`src/rtl/wpf_pkg.sv`:
```
`default_nettype none
// ----------------------------------------------------------------------------
// Wildcard packet rule filter package
// Shared types, codes and the rule match function.
// ----------------------------------------------------------------------------
package wpf_pkg;

  // Default number of rule slots.
  localparam int RULE_SLOTS_DEF = 64;

  // Width of the rule count result field.
  localparam int RULES_HELD_W = 7;

  // Operation codes.
  localparam logic OP_ADD      = 1'b0;
  localparam logic OP_CLASSIFY = 1'b1;

  // Protocol numbers that carry transport ports.
  localparam logic [7:0] PROTO_TCP = 8'd6;
  localparam logic [7:0] PROTO_UDP = 8'd17;

  // Direction codes.
  localparam logic [1:0] DIR_IN  = 2'd1;
  localparam logic [1:0] DIR_OUT = 2'd2;

  // One stored rule. A zero field means any.
  typedef struct packed {
    logic [31:0] src_ip;
    logic [31:0] dst_ip;
    logic [7:0]  protocol;
    logic [15:0] port;
    logic [1:0]  direction;
  } rule_t;

  localparam int RULE_W = $bits(rule_t);

  // One packet presented for classification.
  typedef struct packed {
    logic [31:0] src_ip;
    logic [31:0] dst_ip;
    logic [7:0]  protocol;
    logic [15:0] src_port;
    logic [15:0] dst_port;
    logic [1:0]  direction;
  } pkt_t;

  // Controller states.
  typedef enum logic [1:0] {
    ST_IDLE,
    ST_SCAN,
    ST_FLUSH,
    ST_RESULT
  } state_t;

  // Commands from the controller to the datapath.
  typedef struct packed {
    logic capture;
    logic wr_en;
    logic rd_en;
    logic ld_out;
    logic out_hit;
  } dp_cmd_t;

  // Status from the datapath to the controller.
  typedef struct packed {
    logic full;
    logic empty;
    logic last;
  } dp_stat_t;

  // True when the rule matches the packet.
  function automatic logic rule_match(rule_t r, pkt_t p);
    logic dir_ok;
    logic src_ok;
    logic dst_ok;
    logic proto_ok;
    logic port_ok;
    logic has_ports;
    dir_ok    = !((r.direction == DIR_IN  && p.direction != DIR_IN) ||
                  (r.direction == DIR_OUT && p.direction != DIR_OUT));
    src_ok    = (r.src_ip == '0) || (r.src_ip == p.src_ip);
    dst_ok    = (r.dst_ip == '0) || (r.dst_ip == p.dst_ip);
    proto_ok  = (r.protocol == '0) || (r.protocol == p.protocol);
    has_ports = (p.protocol == PROTO_TCP) || (p.protocol == PROTO_UDP);
    port_ok   = (r.port == '0) ||
                (has_ports && ((p.src_port == r.port) || (p.dst_port == r.port)));
    return dir_ok && src_ok && dst_ok && proto_ok && port_ok;
  endfunction

endpackage
`default_nettype wire

```
`src/rtl/wpf_ctrl.sv`:
```
`default_nettype none
// ----------------------------------------------------------------------------
// Rule filter controller
// Sequences add and classify transactions and owns the output valid flag.
// ----------------------------------------------------------------------------
module wpf_ctrl (
  input  wire logic              clk,
  input  wire logic              rst,
  input  wire logic              in_valid,
  output logic                   in_stall,
  input  wire logic              op,
  output logic                   out_valid,
  input  wire logic              out_stall,
  input  wire wpf_pkg::dp_stat_t stat,
  output wpf_pkg::dp_cmd_t       cmd
);

  import wpf_pkg::*;

  state_t state;
  state_t state_next;
  logic   out_free;
  logic   accept;

  // The output register can take a new result when empty or being drained.
  assign out_free = !out_valid || !out_stall;
  assign in_stall = !((state == ST_IDLE) && out_free);
  assign accept   = in_valid && !in_stall;

  // Next state.
  always_comb begin
    state_next = state;
    unique case (state)
      ST_IDLE: begin
        if (accept && (op == OP_CLASSIFY) && !stat.empty) begin
          state_next = ST_SCAN;
        end
      end
      ST_SCAN: begin
        if (stat.last) begin
          state_next = ST_FLUSH;
        end
      end
      ST_FLUSH: begin
        state_next = ST_RESULT;
      end
      ST_RESULT: begin
        if (out_free) begin
          state_next = ST_IDLE;
        end
      end
      default: begin
        state_next = ST_IDLE;
      end
    endcase
  end

  // Datapath commands.
  always_comb begin
    cmd = '0;
    unique case (state)
      ST_IDLE: begin
        cmd.capture = accept;
        if (accept && (op == OP_ADD)) begin
          cmd.wr_en  = !stat.full;
          cmd.ld_out = 1'b1;
        end else if (accept && stat.empty) begin
          cmd.ld_out = 1'b1;
        end
      end
      ST_SCAN: begin
        cmd.rd_en = 1'b1;
      end
      ST_FLUSH: begin
        cmd = '0;
      end
      ST_RESULT: begin
        cmd.ld_out  = out_free;
        cmd.out_hit = 1'b1;
      end
      default: begin
        cmd = '0;
      end
    endcase
  end

  // State and output valid registers.
  always_ff @(posedge clk) begin
    if (rst) begin
      state     <= ST_IDLE;
      out_valid <= 1'b0;
    end else begin
      state <= state_next;
      if (cmd.ld_out) begin
        out_valid <= 1'b1;
      end else if (!out_stall) begin
        out_valid <= 1'b0;
      end
    end
  end

endmodule
`default_nettype wire

```
`config.mk`:
```
export PLATFORM = sky130hd
export DESIGN_NAME = wpf_ctrl
export DESIGN_NICKNAME = d
export VERILOG_FILES = /design/src/rtl/wpf_pkg.sv /design/src/rtl/wpf_ctrl.sv
export SDC_FILE = /design/constraint.sdc
export NUM_CORES = 1
export LEC_CHECK = 0
export BUFFER_PORTS_ARGS = -buffer_cell sky130_fd_sc_hd__buf_2
export CAP_MARGIN = 40
export CORE_AREA = 2 2 39 41
export DETAILED_ROUTE_END_ITERATION = 8
export DIE_AREA = 0 0 41 43
export SLEW_MARGIN = 40
export SYNTH_ARGS = -nofsm -noshare
export SYNTH_HDL_FRONTEND = slang
export SYNTH_SLANG_ARGS = --single-unit
```
`constraint.sdc`:
```
create_clock -name clk -period 3.9 [get_ports clk]
set_clock_uncertainty 0.2 [all_clocks]
set_input_delay 0.78 -clock clk [delete_from_list [all_inputs] [get_ports clk]]
set_output_delay 0.78 -clock clk [all_outputs]
set_load 0.01 [all_outputs]
```
; ---- Yosys cells after proc, flatten, opt, wreduce, memory -nomap -nowiden
; Index checks and enable logic that the tools add are counted.
; Widths: inputs -> output; s select.
[word_totals]
ram_bits = 0
inputBits = 8
reg_bits = 3
mem_count = 0
output_inout_bits = 7
latch_bits = 0
rom_bits = 0
[classes]
n_eq_ne = 7
n_shift = 0
n_lt_le_gt_ge = 0
multipliers = 0
muxes = 13
n_bitwise = 1
n_reduce_logical = 14
addsub = 0
div = 0
[op_table]
columns = cell, n
row1 = $mux 2, 4
row2 = $pmux 2 s4, 1
row3 = $mux 1, 7
row4 = $logic_and 1x1->1, 6
row5 = $logic_not 1->1, 5
row6 = $eq 2x2->1 const B, 2
row7 = $ne 2x1->1 const B, 2
row8 = $ne 2x2->1 const B, 2
row9 = $reduce_and 3->1, 1
row10 = $eq 2x1->1 const B, 1
row11 = $logic_not 2->1, 1
row12 = $pmux 1 s2, 1
row13 = $logic_or 1x1->1, 1
row14 = $not 1->1, 1

; ---- Logic depth before layout (Yosys ltp)
[depth]
word_depth = 9
ltp_mapped = 5

; ---- Least setup slack after synthesis
; Ideal clock, no wire load.
[synth_timing]
path_kind = input -> output
start = in out_stall
end = out cmd[3] in the netlist's numbering
path_buffers = 0
cell_stages = 3
arrival_ns = 1.443
setup_slack_ns = 1.477
cell_sequence = nand2_2 and3_1 nor3b_1
[synth_rtl]
columns = item, line_no
row1 = start: declaration, wpf_ctrl.sv:13  ; input wire logic out_stall,
row2 = end: declaration, wpf_ctrl.sv:15  ; output wpf_pkg::dp_cmd_t cmd

==> flow_metrics.env <==
export IMPL_power_switching_w=0.000105
export IMPL_power_density_nw_per_um2=690
export IMPL_netlist_instances=30
export IMPL_mostFrequentLayoutCell="buf_2"
export IMPL_max_cap_violations=0
export IMPL_hp_class="reg -> reg"
export IMPL_initial_utilization=0.182
export IMPL_pwr_share_seq=0.211
export IMPL_grt_max_degree=7
export IMPL_layout_drive_gt1_share=0.396
export IMPL_cts_resized=0
export IMPL_max_freq_mhz=399
export IMPL_startpoint_type="input port"
export IMPL_nets=61
export IMPL_hpwlAfterDp_um=487
export IMPL_tightest_slew_ns=0.184
export IMPL_final_hold_viol_count=0
export IMPL_cts_buffers_inserted=3
export IMPL_grt_remaining_overflow=0
export IMPL_die_area_um2=1760
export IMPL_synth_area_leaders="dfxtp_1 24%, ha_1 20%, nand2b_1 7.5%, o21a_1 6.0%, a21boi_2 4.5%"
export IMPL_core_um2=1380
export IMPL_p_leak_nw=0.186
export IMPL_grt_usage=0.0762
export IMPL_fp_dieH_um=43
export IMPL_post_cts_buffers=0
export IMPL_worstSetupPathType="in -> out"
export IMPL_combPwrFrac=0.577
export IMPL_path_clk_slew_ns=0.03
export IMPL_num_io_pins=15
export IMPL_synth_cell_types=16
export IMPL_vias=262
export IMPL_cts_htree_levels=1
export IMPL_area_growth_pct=46.3
export IMPL_num_fill_cells=163
export IMPL_drcViolationCount=0
export IMPL_synth_top_area_frac=0.239
export IMPL_synth_top_area_cell="dfxtp_1"
export IMPL_cts_tree="done"
export IMPL_avgViaCountPerCell=4.09
export IMPL_clk_latency_ns=0.23
export IMPL_dieWidth_um=41
export IMPL_critPathSlowestCell="and3_1"
export IMPL_n_antenna_cell=0
export IMPL_yosys_register_bits=3
export IMPL_path_cells="buf_2 -> nand2_2 -> and3_1 -> nor3b_1 -> buf_2"
export IMPL_multi_input_area_um2=180
export IMPL_setup_violations=0
export IMPL_power_internal_w=0.000148
export IMPL_place_congestion=0.672
export IMPL_period_share=0.642
export IMPL_hold_buffers=0
export IMPL_slew_headroom=0.877
export IMPL_dr_pass1_iters=1
export IMPL_routed_wl_um=585
export IMPL_ir_drop_uv=259
export IMPL_grt_pass1_vias=248
export IMPL_antenna_found_initial=0
export IMPL_p_sw_frac=0.415
export IMPL_syn_area_per_cell_um2=8.38
export IMPL_syn_area_um2=251
export IMPL_critical_path_arrival_ns=1.52
export IMPL_synth_warning_count=0
export IMPL_cts_root_buf="clkbuf_4"
export IMPL_seq_area_um2=60.1
export IMPL_cts_sink_count=3
export IMPL_status="finished, final reports clean"
export IMPL_crit_top_cell="buf_2"
export IMPL_min_period_ns=2.50
export IMPL_port_buffers=14
export IMPL_ant_nets=0
export IMPL_required_ns=2.92
export IMPL_cpPeakStageDelay_ns=0.20
export IMPL_clock_tree_buffer_depth=2
export IMPL_final_cell_mix="14 x buf_2, 4 x ha_1"
export IMPL_cp_max_fo=6
export IMPL_fin_tns_setup_ns=0
export IMPL_synth_nets=42
export IMPL_slew_viol_final=0
export IMPL_preCtsSetupSlack_ns=1.40
export IMPL_rsz0062_at_grt="no"
export IMPL_fin_ws_ns=1.40
export IMPL_endpoint_kind="output pin"
export IMPL_grt_pass1_wl_um=931
export IMPL_seq_area_frac_synth=0.239
export IMPL_first_iter_violations=0
export IMPL_pwr_share_clk=0.212
export IMPL_fp_row_count=14
export IMPL_avgRoutedWirePerCell_um=9.14
-- worst paths after layout --
path                                               to                  start  cells after the start  slack (ns)
worst max-delay path                           cmd[3]              out_stall                      5        1.40
worst min-delay path            state[1]$_SDFFE_PP0P_  state[1]$_SDFFE_PP0P_                      2        0.32
worst max register to register  state[1]$_SDFFE_PP0P_  state[1]$_SDFFE_PP0P_                      5        2.37
worst min register to register  state[1]$_SDFFE_PP0P_  state[1]$_SDFFE_PP0P_                      2        0.32
-- cells in the mapped netlist --
master / number
o21a_1: 2
mux2i_1: 1
a21boi_2: 1
ha_1: 4
dfxtp_1: 3
and3_1: 1
a41oi_1: 1
nand2b_1: 3
a32oi_1: 1
nor3b_1: 1
nand2_2: 1
a21oi_1: 2
nand4b_1: 1
nand2_1: 3
nor2_1: 2
inv_1: 3
-- power groups by stage --
stage | Clock [W] | Sequential, W | Combinational (W)
after floorplan | 0 | 0.0000541 | 0.0000997
after global placement | 0 | 0.0000541 | 0.000146
after detailed placement | 0 | 0.0000543 | 0.000148
after CTS | 0.0000576 | 0.0000538 | 0.000149
after global routing | 0.0000581 | 0.0000559 | 0.000165
final | 0.0000538 | 0.0000537 | 0.000146
-- area by class of cell --
| type | instances | share of cell area |
|---|---|---|
| well taps | 16 | 0.0544 |
| flip-flops and latches | 3 | 0.163 |
| multi-input cells | 24 | 0.490 |
| clock buffers | 4 | 0.0714 |
| inverters | 3 | 0.0306 |
| repair buffers | 14 | 0.190 |
-- worst max-delay path, delay by kind of cell --
| family | cells | cell delay (ns) |
|---|---|---|
| and+or+nand+nor | 3 | 0.47 |
| buffers and inverters | 2 | 0.26 |
-- state kept, by name, summed over array words and instances (netlist names) --
name / cells
out_valid: 1
state: 2
-- metal layers --
metal	global-route usage	routed length [µm]
met5	0	0
met4	0.0600	0
met3	0	54
met2	0.100	243
met1	0.112	288
-- cell families (layout without fill, tap and decap cells) --
| kind of cell | Yosys count | in the layout | synth area share |
|---|---|---|---|
| AO/OA/AOI/OAI | 7 | 7 | 0.214 |
| adder cells (fa/ha/maj) | 4 | 4 | 0.199 |
| flip-flops | 3 | 3 | 0.239 |
| multiplexers | 1 | 1 | 0.0398 |
| buffers and inverters | 3 | 21 | 0.0448 |
| AND/OR/NAND/NOR | 12 | 12 | 0.264 |
-- per-stage QoR --
step | utilization | total power, W | instance area (µm²) | cells | hold WS, ns
global route | 0.266 | 0.000279 | 368 | 64 | 0.360
finish | 0.266 | 0.000254 | 368 | 64 | 0.318
detailed placement | 0.247 | 0.000202 | 342 | 60 | 0.316
CTS | 0.266 | 0.000260 | 368 | 64 | 0.321
global placement | 0.247 | 0.000201 | 342 | 60 | 0.309
floorplan | - | 0.000154 | 251 | 30 | 0.281
Power figures use the tool's default switching activity.
